==> config.mk <==
export PLATFORM = sky130hd
export DESIGN_NAME = buffer_cache_tag_manager_core
export DESIGN_NICKNAME = d
export VERILOG_FILES = /design/src/design/bctm_pkg.sv /design/src/design/buffer_cache_tag_manager_core.sv /design/src/design/bctm_front.sv /design/src/design/bctm_back.sv
export SDC_FILE = /design/constraint.sdc
export NUM_CORES = 2
export LEC_CHECK = 0
export ABC_CLOCK_PERIOD_IN_PS = 8700
export BUFFER_PORTS_ARGS = -buffer_cell sky130_fd_sc_hd__buf_4
export CAP_MARGIN = 25
export CORE_ASPECT_RATIO = 0.75
export CORE_UTILIZATION = 55
export CTS_BUF_LIST = sky130_fd_sc_hd__clkbuf_2
export CTS_CLUSTER_DIAMETER = 40
export DETAILED_ROUTE_END_ITERATION = 10
export PLACE_DENSITY = 0.79
export SLEW_MARGIN = 20
export SYNTH_ARGS = -nofsm -noshare
export SYNTH_HDL_FRONTEND = slang
export SYNTH_SLANG_ARGS = --single-unit
==> constraint.sdc <==
create_clock -name clk -period 8.7 [get_ports clk]
set_input_delay 0 -clock clk [delete_from_list [all_inputs] [get_ports clk]]
set_output_delay 0 -clock clk [all_outputs]
set_load 0.005 [all_outputs]
==> src/design/bctm_pkg.sv <==
`default_nettype none
package bctm_pkg;

  // Pool geometry
  localparam int ENTRIES   = 32;
  localparam int DISK_SIZE = 8192;
  localparam int AGE_BITS  = 16;

  localparam int IDX_W   = $clog2(ENTRIES);
  localparam int LEVELS  = IDX_W;
  localparam int NPAD    = 1 << LEVELS;
  localparam int LVL_W   = $clog2(LEVELS + 1);

  // Fixed field widths
  localparam int OP_W      = 2;
  localparam int BN_W      = 16;
  localparam int TAG_W     = 15;
  localparam int ST_W      = 2;
  localparam int OUT_IDX_W = 5;

  localparam logic [AGE_BITS-1:0] AGE_MAX    = {AGE_BITS{1'b1}};
  localparam logic [BN_W-1:0]     DISK_LIMIT = BN_W'(DISK_SIZE);

  // Request opcodes
  localparam logic [OP_W-1:0] OP_LOOKUP = 2'd0;
  localparam logic [OP_W-1:0] OP_ALLOC  = 2'd1;
  localparam logic [OP_W-1:0] OP_DIRTY  = 2'd2;
  localparam logic [OP_W-1:0] OP_FLUSH  = 2'd3;

  // Result status
  localparam logic [ST_W-1:0] ST_OK   = 2'd0;
  localparam logic [ST_W-1:0] ST_OOB  = 2'd1;
  localparam logic [ST_W-1:0] ST_MISS = 2'd2;

  // Classified command kinds
  localparam int CMD_W = 3;
  localparam logic [CMD_W-1:0] CMD_LOOKUP = 3'd0;
  localparam logic [CMD_W-1:0] CMD_ALLOC  = 3'd1;
  localparam logic [CMD_W-1:0] CMD_DIRTY  = 3'd2;
  localparam logic [CMD_W-1:0] CMD_FLUSH  = 3'd3;
  localparam logic [CMD_W-1:0] CMD_OOB    = 3'd4;

  // Queue between front and back
  localparam int Q_DEPTH = 2;
  localparam int Q_PTR_W = (Q_DEPTH > 1) ? $clog2(Q_DEPTH) : 1;
  localparam int Q_CNT_W = $clog2(Q_DEPTH + 1);

  typedef struct packed {
    logic [CMD_W-1:0] kind;
    logic [TAG_W-1:0] bn;
  } cmd_t;

  typedef struct packed {
    logic [ST_W-1:0]      status;
    logic [OUT_IDX_W-1:0] entry_index;
    logic                 wb_valid;
    logic [OUT_IDX_W-1:0] wb_index;
    logic [TAG_W-1:0]     wb_block;
    logic                 last;
  } res_t;

endpackage
`default_nettype wire

==> src/design/buffer_cache_tag_manager_core.sv <==
`default_nettype none
// Flow: a beat accepted into the queue is popped when the back end is idle, and its result
// is registered onto out_*; flush and allocate into a full pool pass through further states.
// Back end per request: lookup, set-dirty, out-of-bound, free-entry allocate finish in S_IDLE;
// full-pool allocate goes through S_IDLE, S_TREE and S_EVICT, with the victim search
// tree reduced one level per cycle in S_TREE; flush gives one result per dirty entry, or one if none.
// Reset (rst_n low, sync): entries free and clean, 2-deep queue empty; receiver cannot stall.
module buffer_cache_tag_manager_core (
  input  wire logic                              clk,
  input  wire logic                              rst_n,
  input  wire logic                              start,
  output logic                                   busy,
  input  wire logic [bctm_pkg::OP_W-1:0]         in_opcode,
  input  wire logic signed [bctm_pkg::BN_W-1:0]  in_block_number,
  output logic                                   out_valid,
  output logic [bctm_pkg::ST_W-1:0]              out_status,
  output logic [bctm_pkg::OUT_IDX_W-1:0]         out_entry_index,
  output logic                                   out_writeback_valid,
  output logic [bctm_pkg::OUT_IDX_W-1:0]         out_writeback_index,
  output logic [bctm_pkg::TAG_W-1:0]             out_writeback_block,
  output logic                                   out_last
);
  import bctm_pkg::*;

  logic cmd_valid, pop;
  cmd_t cmd;
  res_t res;

  // Front: classify the request (opcode, bound check) and queue it.
  bctm_front u_front (
    .clk          (clk),
    .rst_n        (rst_n),
    .start        (start),
    .opcode       (in_opcode),
    .block_number (in_block_number),
    .busy         (busy),
    .pop          (pop),
    .cmd_valid    (cmd_valid),
    .cmd          (cmd)
  );

  // Back: entry metadata, tag match, aging, victim search, flush walk.
  // Each result shows on out_* for one cycle with out_valid.
  bctm_back u_back (
    .clk       (clk),
    .rst_n     (rst_n),
    .cmd_valid (cmd_valid),
    .cmd       (cmd),
    .pop       (pop),
    .res_valid (out_valid),
    .res       (res)
  );

  assign out_status          = res.status;
  assign out_entry_index     = res.entry_index;
  assign out_writeback_valid = res.wb_valid;
  assign out_writeback_index = res.wb_index;
  assign out_writeback_block = res.wb_block;
  assign out_last            = res.last;

  // Failed requests carry no entry and no writeback.
  a_fail_clean: assert property (@(posedge clk) disable iff (!rst_n)
    (out_valid && out_status != ST_OK) |-> (out_entry_index == '0 && !out_writeback_valid))
    else $error("failed request reports an entry or writeback");

  // Writeback fields are zero unless a writeback is requested.
  a_wb_zero: assert property (@(posedge clk) disable iff (!rst_n)
    (out_valid && !out_writeback_valid) |->
      (out_writeback_index == '0 && out_writeback_block == '0))
    else $error("writeback fields set without writeback");

  // Only in-bound blocks ever get into the pool.
  a_wb_bound: assert property (@(posedge clk) disable iff (!rst_n)
    (out_valid && out_writeback_valid) |-> ({1'b0, out_writeback_block} < DISK_LIMIT))
    else $error("writeback of an out-of-bound block");

  // Queue comes out of reset empty.
  a_rst_idle: assert property (@(posedge clk) !rst_n |=> (!busy && !out_valid))
    else $error("queue or output not cleared by reset");

endmodule
`default_nettype wire

==> src/design/bctm_front.sv <==
`default_nettype none
module bctm_front (
  input  wire logic                       clk,
  input  wire logic                       rst_n,
  input  wire logic                       start,
  input  wire logic [bctm_pkg::OP_W-1:0]  opcode,
  input  wire logic signed [bctm_pkg::BN_W-1:0] block_number,
  output logic                            busy,
  input  wire logic                       pop,
  output logic                            cmd_valid,
  output bctm_pkg::cmd_t                  cmd
);
  import bctm_pkg::*;

  cmd_t               q_r [Q_DEPTH];
  logic [Q_PTR_W-1:0] wr_ptr_r, wr_ptr_nxt;
  logic [Q_PTR_W-1:0] rd_ptr_r, rd_ptr_nxt;
  logic [Q_CNT_W-1:0] cnt_r, cnt_nxt;
  logic               push, do_pop, oob;
  cmd_t               cls;

  // classify: flush ignores the block number
  always_comb begin
    oob = block_number[BN_W-1] || ({1'b0, block_number[TAG_W-1:0]} >= DISK_LIMIT);
    cls.bn = block_number[TAG_W-1:0];
    if (opcode == OP_FLUSH) begin
      cls.kind = CMD_FLUSH;
    end else if (oob) begin
      cls.kind = CMD_OOB;
    end else begin
      case (opcode)
        OP_LOOKUP: cls.kind = CMD_LOOKUP;
        OP_ALLOC:  cls.kind = CMD_ALLOC;
        OP_DIRTY:  cls.kind = CMD_DIRTY;
        default:   cls.kind = CMD_FLUSH;
      endcase
    end
  end

  assign busy      = (cnt_r == Q_CNT_W'(Q_DEPTH));
  assign cmd_valid = (cnt_r != '0);
  assign cmd       = q_r[rd_ptr_r];
  assign push      = start && !busy;
  assign do_pop    = pop && cmd_valid;

  always_comb begin
    wr_ptr_nxt = wr_ptr_r;
    rd_ptr_nxt = rd_ptr_r;
    cnt_nxt    = cnt_r;
    if (push) begin
      wr_ptr_nxt = (wr_ptr_r == Q_PTR_W'(Q_DEPTH - 1)) ? '0 : Q_PTR_W'(wr_ptr_r + 1'b1);
    end
    if (do_pop) begin
      rd_ptr_nxt = (rd_ptr_r == Q_PTR_W'(Q_DEPTH - 1)) ? '0 : Q_PTR_W'(rd_ptr_r + 1'b1);
    end
    if (push && !do_pop) begin
      cnt_nxt = Q_CNT_W'(cnt_r + 1'b1);
    end else if (!push && do_pop) begin
      cnt_nxt = Q_CNT_W'(cnt_r - 1'b1);
    end
  end

  always_ff @(posedge clk) begin
    if (!rst_n) begin
      wr_ptr_r <= '0;
      rd_ptr_r <= '0;
      cnt_r    <= '0;
    end else begin
      wr_ptr_r <= wr_ptr_nxt;
      rd_ptr_r <= rd_ptr_nxt;
      cnt_r    <= cnt_nxt;
    end
  end

  always_ff @(posedge clk) begin
    if (push) begin
      q_r[wr_ptr_r] <= cls;
    end
  end

endmodule
`default_nettype wire

==> src/design/bctm_back.sv <==
`default_nettype none
module bctm_back (
  input  wire logic           clk,
  input  wire logic           rst_n,
  input  wire logic           cmd_valid,
  input  wire bctm_pkg::cmd_t cmd,
  output logic                pop,
  output logic                res_valid,
  output bctm_pkg::res_t      res
);
  import bctm_pkg::*;

  localparam logic [1:0] S_IDLE  = 2'd0;
  localparam logic [1:0] S_FLUSH = 2'd1;
  localparam logic [1:0] S_TREE  = 2'd2;
  localparam logic [1:0] S_EVICT = 2'd3;

  // entry metadata
  logic [ENTRIES-1:0]  occ_r, dirty_r;
  logic [TAG_W-1:0]    tag_r [ENTRIES];
  logic [AGE_BITS-1:0] age_r [ENTRIES];

  // victim search tree, reduced in place one level per cycle
  logic [AGE_BITS-1:0] tree_age_r [NPAD];
  logic [IDX_W-1:0]    tree_idx_r [NPAD];

  logic [1:0]         state_r, state_nxt;
  logic [LVL_W-1:0]   lvl_r, lvl_nxt;
  logic [ENTRIES-1:0] mask_r, mask_nxt, mask_rest;
  logic [TAG_W-1:0]   bn_r, bn_nxt;
  res_t               res_r, res_nxt;
  logic               res_valid_r, res_valid_nxt;

  logic [ENTRIES-1:0]  hit;
  logic [AGE_BITS-1:0] age_inc [ENTRIES];
  logic [IDX_W-1:0]    hit_idx, free_idx, flush_idx, vic_idx;
  logic                do_age, tree_load, tree_step, set_dirty, wr_en;
  logic [IDX_W-1:0]    wr_idx;
  logic [TAG_W-1:0]    wr_bn;

  function automatic logic [IDX_W-1:0] first_idx(input logic [ENTRIES-1:0] v);
    logic [IDX_W-1:0] r;
    r = '0;
    for (int i = ENTRIES - 1; i >= 0; i--) begin
      if (v[i]) r = IDX_W'(i);
    end
    return r;
  endfunction

  function automatic res_t mk_res(input logic [ST_W-1:0] st, input logic [IDX_W-1:0] idx,
                                  input logic wv, input logic [IDX_W-1:0] widx,
                                  input logic [TAG_W-1:0] wblk, input logic lst);
    res_t r;
    r.status      = st;
    r.entry_index = OUT_IDX_W'(idx);
    r.wb_valid    = wv;
    r.wb_index    = OUT_IDX_W'(widx);
    r.wb_block    = wblk;
    r.last        = lst;
    return r;
  endfunction

  always_comb begin
    for (int i = 0; i < ENTRIES; i++) begin
      hit[i]     = occ_r[i] && (tag_r[i] == cmd.bn);
      age_inc[i] = (occ_r[i] && (age_r[i] != AGE_MAX)) ? AGE_BITS'(age_r[i] + 1'b1) : age_r[i];
    end
  end

  assign hit_idx   = first_idx(hit);
  assign free_idx  = first_idx(~occ_r);
  assign flush_idx = first_idx(mask_r);
  assign mask_rest = mask_r & (mask_r - 1'b1);
  assign vic_idx   = tree_idx_r[0];

  always_comb begin
    state_nxt     = state_r;
    lvl_nxt       = lvl_r;
    mask_nxt      = mask_r;
    bn_nxt        = bn_r;
    res_nxt       = res_r;
    res_valid_nxt = 1'b0;
    pop           = 1'b0;
    do_age        = 1'b0;
    tree_load     = 1'b0;
    tree_step     = 1'b0;
    set_dirty     = 1'b0;
    wr_en         = 1'b0;
    wr_idx        = free_idx;
    wr_bn         = cmd.bn;
    case (state_r)
      S_IDLE: begin
        if (cmd_valid) begin
          pop = 1'b1;
          case (cmd.kind)
            CMD_OOB: begin
              res_valid_nxt = 1'b1;
              res_nxt = mk_res(ST_OOB, '0, 1'b0, '0, '0, 1'b1);
            end
            CMD_LOOKUP, CMD_DIRTY: begin
              res_valid_nxt = 1'b1;
              if (hit != '0) begin
                set_dirty = (cmd.kind == CMD_DIRTY);
                res_nxt = mk_res(ST_OK, hit_idx, 1'b0, '0, '0, 1'b1);
              end else begin
                res_nxt = mk_res(ST_MISS, '0, 1'b0, '0, '0, 1'b1);
              end
            end
            CMD_FLUSH: begin
              mask_nxt  = occ_r & dirty_r;
              state_nxt = S_FLUSH;
            end
            CMD_ALLOC: begin
              do_age = 1'b1;
              bn_nxt = cmd.bn;
              if (occ_r != '1) begin
                wr_en         = 1'b1;
                res_valid_nxt = 1'b1;
                res_nxt = mk_res(ST_OK, free_idx, 1'b0, '0, '0, 1'b1);
              end else begin
                tree_load = 1'b1;
                lvl_nxt   = '0;
                state_nxt = S_TREE;
              end
            end
            default: begin
            end
          endcase
        end
      end
      S_FLUSH: begin
        res_valid_nxt = 1'b1;
        if (mask_r == '0) begin
          res_nxt   = mk_res(ST_OK, '0, 1'b0, '0, '0, 1'b1);
          state_nxt = S_IDLE;
        end else begin
          res_nxt  = mk_res(ST_OK, flush_idx, 1'b1, flush_idx, tag_r[flush_idx],
                            mask_rest == '0);
          mask_nxt = mask_rest;
          if (mask_rest == '0) state_nxt = S_IDLE;
        end
      end
      S_TREE: begin
        tree_step = 1'b1;
        lvl_nxt   = LVL_W'(lvl_r + 1'b1);
        if (lvl_r == LVL_W'(LEVELS - 1)) state_nxt = S_EVICT;
      end
      S_EVICT: begin
        wr_en         = 1'b1;
        wr_idx        = vic_idx;
        wr_bn         = bn_r;
        res_valid_nxt = 1'b1;
        if (dirty_r[vic_idx]) begin
          res_nxt = mk_res(ST_OK, vic_idx, 1'b1, vic_idx, tag_r[vic_idx], 1'b1);
        end else begin
          res_nxt = mk_res(ST_OK, vic_idx, 1'b0, '0, '0, 1'b1);
        end
        state_nxt = S_IDLE;
      end
      default: state_nxt = S_IDLE;
    endcase
  end

  always_ff @(posedge clk) begin
    if (!rst_n) begin
      state_r     <= S_IDLE;
      res_valid_r <= 1'b0;
      occ_r       <= '0;
      dirty_r     <= '0;
    end else begin
      state_r     <= state_nxt;
      res_valid_r <= res_valid_nxt;
      if (set_dirty) dirty_r[hit_idx] <= 1'b1;
      if (wr_en) begin
        occ_r[wr_idx]   <= 1'b1;
        dirty_r[wr_idx] <= 1'b0;
      end
    end
  end

  always_ff @(posedge clk) begin
    lvl_r  <= lvl_nxt;
    mask_r <= mask_nxt;
    bn_r   <= bn_nxt;
    res_r  <= res_nxt;
    if (do_age) begin
      for (int i = 0; i < ENTRIES; i++) age_r[i] <= age_inc[i];
    end
    if (wr_en) begin
      tag_r[wr_idx] <= wr_bn;
      age_r[wr_idx] <= '0;
    end
    if (tree_load) begin
      for (int i = 0; i < ENTRIES; i++) begin
        tree_age_r[i] <= age_inc[i];
        tree_idx_r[i] <= IDX_W'(i);
      end
      for (int i = ENTRIES; i < NPAD; i++) begin
        tree_age_r[i] <= '0;
        tree_idx_r[i] <= '0;
      end
    end else if (tree_step) begin
      // right child wins only when strictly older
      for (int i = 0; i < NPAD / 2; i++) begin
        if (tree_age_r[2*i+1] > tree_age_r[2*i]) begin
          tree_age_r[i] <= tree_age_r[2*i+1];
          tree_idx_r[i] <= tree_idx_r[2*i+1];
        end else begin
          tree_age_r[i] <= tree_age_r[2*i];
          tree_idx_r[i] <= tree_idx_r[2*i];
        end
      end
    end
  end

  assign res_valid = res_valid_r;
  assign res       = res_r;

endmodule
`default_nettype wire
==> impl_metrics.env <==
export IMPL_cts_buffer_depth=4
export IMPL_finClkSkew_ps=231
export IMPL_coreArea_um2=173000
export IMPL_start_util_pct=55.6
export IMPL_synth_common_cells="1150 x edfxtp_1, 991 x nor2_1, 785 x xor2_1"
export IMPL_dp_hpwl_um=206000
export IMPL_critPathKind="reg2reg"
export IMPL_rows=132
export IMPL_clkLatencyLatePin_ps=1970
export IMPL_synth_top_area_share_pct=35.8
export IMPL_period_needed_ps=6800
export IMPL_async_flop_share_pct=0
export IMPL_syn_nets=9290
export IMPL_avgRoutedWirePerCell_um=25.0
export IMPL_nets=9473
export IMPL_slew_headroom_pct=17.1
export IMPL_dieHeight_um=364
export IMPL_worst_pin_slew_ps=1240
export IMPL_cts_buffers=427
export IMPL_synthCells=8973
export IMPL_io_buffer_count=51
export IMPL_yosysTopAreaCell="edfxtp_1"
export IMPL_syn2layout_area_growth_pct=7.66
export IMPL_fp_dieArea_um2=177000
export IMPL_ctsRootBufferMaster="clkbuf_2"
export IMPL_cts_sinks=1734
export IMPL_netlist_area_um2=96300
export IMPL_synth_area_per_cell_um2=10.7
export IMPL_p_leak_nw=38.6
export IMPL_power_density_nw_per_um2=217
export IMPL_grt_total_usage_pct=32.5
export IMPL_yosysWarnings=0
export IMPL_hold_viol_final=0
export IMPL_ant_nets=0
export IMPL_worst_setup_path_end_kind="register"
export IMPL_final_setup_tns_ps=0
export IMPL_hold_class="in2reg"
export IMPL_die_x_um=485
export IMPL_grt_pass1_vias=70400
export IMPL_setup_viol=0
export IMPL_post_cts_resized=0
export IMPL_path_clk_slew_ps=110
export IMPL_gp_congestion=1.04
export IMPL_num_io_pins=52
export IMPL_grt_pass1_wl_um=435000
export IMPL_startpoint_type="register"
export IMPL_ys_ff_latch=1734
export IMPL_first_pass_iters=7
export IMPL_cts_htree_levels=5
export IMPL_drc_errors=0
export IMPL_yosys_top_cells_area="edfxtp_1 36%, dfxtp_1 12%, xor2_1 7.1%, xnor2_1 5.5%, mux4_2 4.5%"
export IMPL_min_period_over_period_pct=78.2
export IMPL_grt_start_max_net_pins=144
export IMPL_rsz0062_at_grt="false"
export IMPL_synth_most_common_cell="edfxtp_1"
export IMPL_cts_tree="yes"
export IMPL_synth_distinct_cells=87
export IMPL_vias=74600
export IMPL_synth_edf_count=1150
export IMPL_cp_data_required_time_ps=10220
export IMPL_run_status="completed"
export IMPL_critPathArrivalTime_ps=8320
export IMPL_drive_above_1_share_pct=14.0
export IMPL_yosysSeqAreaShare_pct=48.0
export IMPL_crit_fanout=112
export IMPL_gr_total_overflow=0
export IMPL_ir_worst_vdd_uv=265
export IMPL_grt_antenna_before_repair=17
export IMPL_slew_viol_final=0
export IMPL_fin_util_pct=59.9
export IMPL_drtIter0Drc=10300
export IMPL_wl_um=294000
export IMPL_maxCapViolCount=0
export IMPL_fmax_mhz=147
export IMPL_viasPerCell=6.33
export IMPL_ys_flop_type="edfxtp_1"
through the flow:
step	setup WS, ps	instance area [um^2]	std cells	hold slack [ps]	total power [mW]
floorplan	1700	96300	8973	98.9	14.4
global placement	2430	98500	10900	186	16.5
detailed placement	2140	98800	10900	190	16.6
CTS	2000	103000	11800	86.6	22.1
global route	1630	104000	11800	110	23.2
finish	1900	104000	11800	323	22.5
report_power, final:
part / internal (mW) / switching (mW)
clock network: 2.11 / 3.46
registers: 9.71 / 0.431
logic: 2.28 / 4.52
total: 14.1 / 8.41
what timing repair did:
action | 4_1_cts | 5_1_grt
setup buffers | 0 | 0
hold endpoints to repair | 144 | 0
hold buffers | 82 | 0
final timing paths:
kind	startpoint	end	slack, ps	cells after the start
worst max-delay path	register	u_back.tree_age_r[0][112]	1900	13
worst min-delay path	in_opcode[0]	u_front.q_r[1][15]	320	5
worst max register to register	register	u_back.tree_age_r[0][112]	1900	13
worst min register to register	u_back.tree_idx_r[0][26]	u_back.tree_idx_r[0][11]	440	2
critical path, stage by stage, from the launching register on:
cell and delay (ps):
dfxtp_2 320, buf_4 570, mux2_2 450, a21oi_1 510, nand2b_4 480, inv_8 740, nand4_1 830, and2_4 710
buf_4 360, buf_4 370, o21ai_2 350, buf_6 260, mux2i_1 240, o22ai_1 100
state kept, by name, indices dropped and copies added (netlist names), 29 cells and up, named ones only:
| name | flops |
|---|---|
| u_front.q_r | 36 |
| u_back.age_r | 512 |
| u_back.res | 29 |
| u_back.tree_idx_r | 43 |
| u_back.mask_r | 32 |
| u_back.tag_r | 480 |
| u_back.occ_r | 32 |
| u_back.tree_age_r | 512 |
| u_back.dirty_r | 32 |
kinds of logic (layout without fill, tap and decap cells):
| group | Yosys count | after routing | synth area share (%) |
|---|---|---|---|
| compound gates | 1021 | 1021 | 6.98 |
| fa+ha+maj | 297 | 297 | 3.85 |
| mux | 733 | 733 | 10.5 |
| other cells | 0 | 22 | 0 |
| flops | 1734 | 1734 | 48.0 |
| simple gates | 2932 | 2932 | 14.2 |
| xor+xnor | 1394 | 1394 | 12.7 |
| buf+inv | 862 | 1383 | 3.79 |
placed cells by master (no fill, tap or decap), types with 343 or more instances in the layout:
cell / Yosys / layout
mux2i_1: 365 / 365
xnor2_1: 609 / 609
dfxtp_1: 584 / 583
clkbuf_2: 1 / 654
xor2_1: 785 / 785
inv_1: 348 / 347
nand2_1: 699 / 696
nor2_1: 991 / 966
nand3_1: 344 / 343
edfxtp_1: 1150 / 1150
cell type report:
class	count	area [um^2]
clock buffer	654	3270
sequential	1734	46200
fill	13900	69500
clock inverter	113	561
tap	2278	2850
inverter	352	1340
timing repair buffer	264	2600
antenna	22	55.1
multi-input combinational	6377	46800
routing by layer:
| metal | up-vias | GRT usage [%] | wire [um] |
|---|---|---|---|
| met5 | - | 0 | 36 |
| met4 | 6 | 10.8 | 9630 |
| met3 | 732 | 12.9 | 45500 |
| met2 | 4865 | 45.5 | 119000 |
| met1 | 36100 | 45.6 | 120000 |
| li1 | 32900 | - | - |
Power figures use the tool's default switching activity.
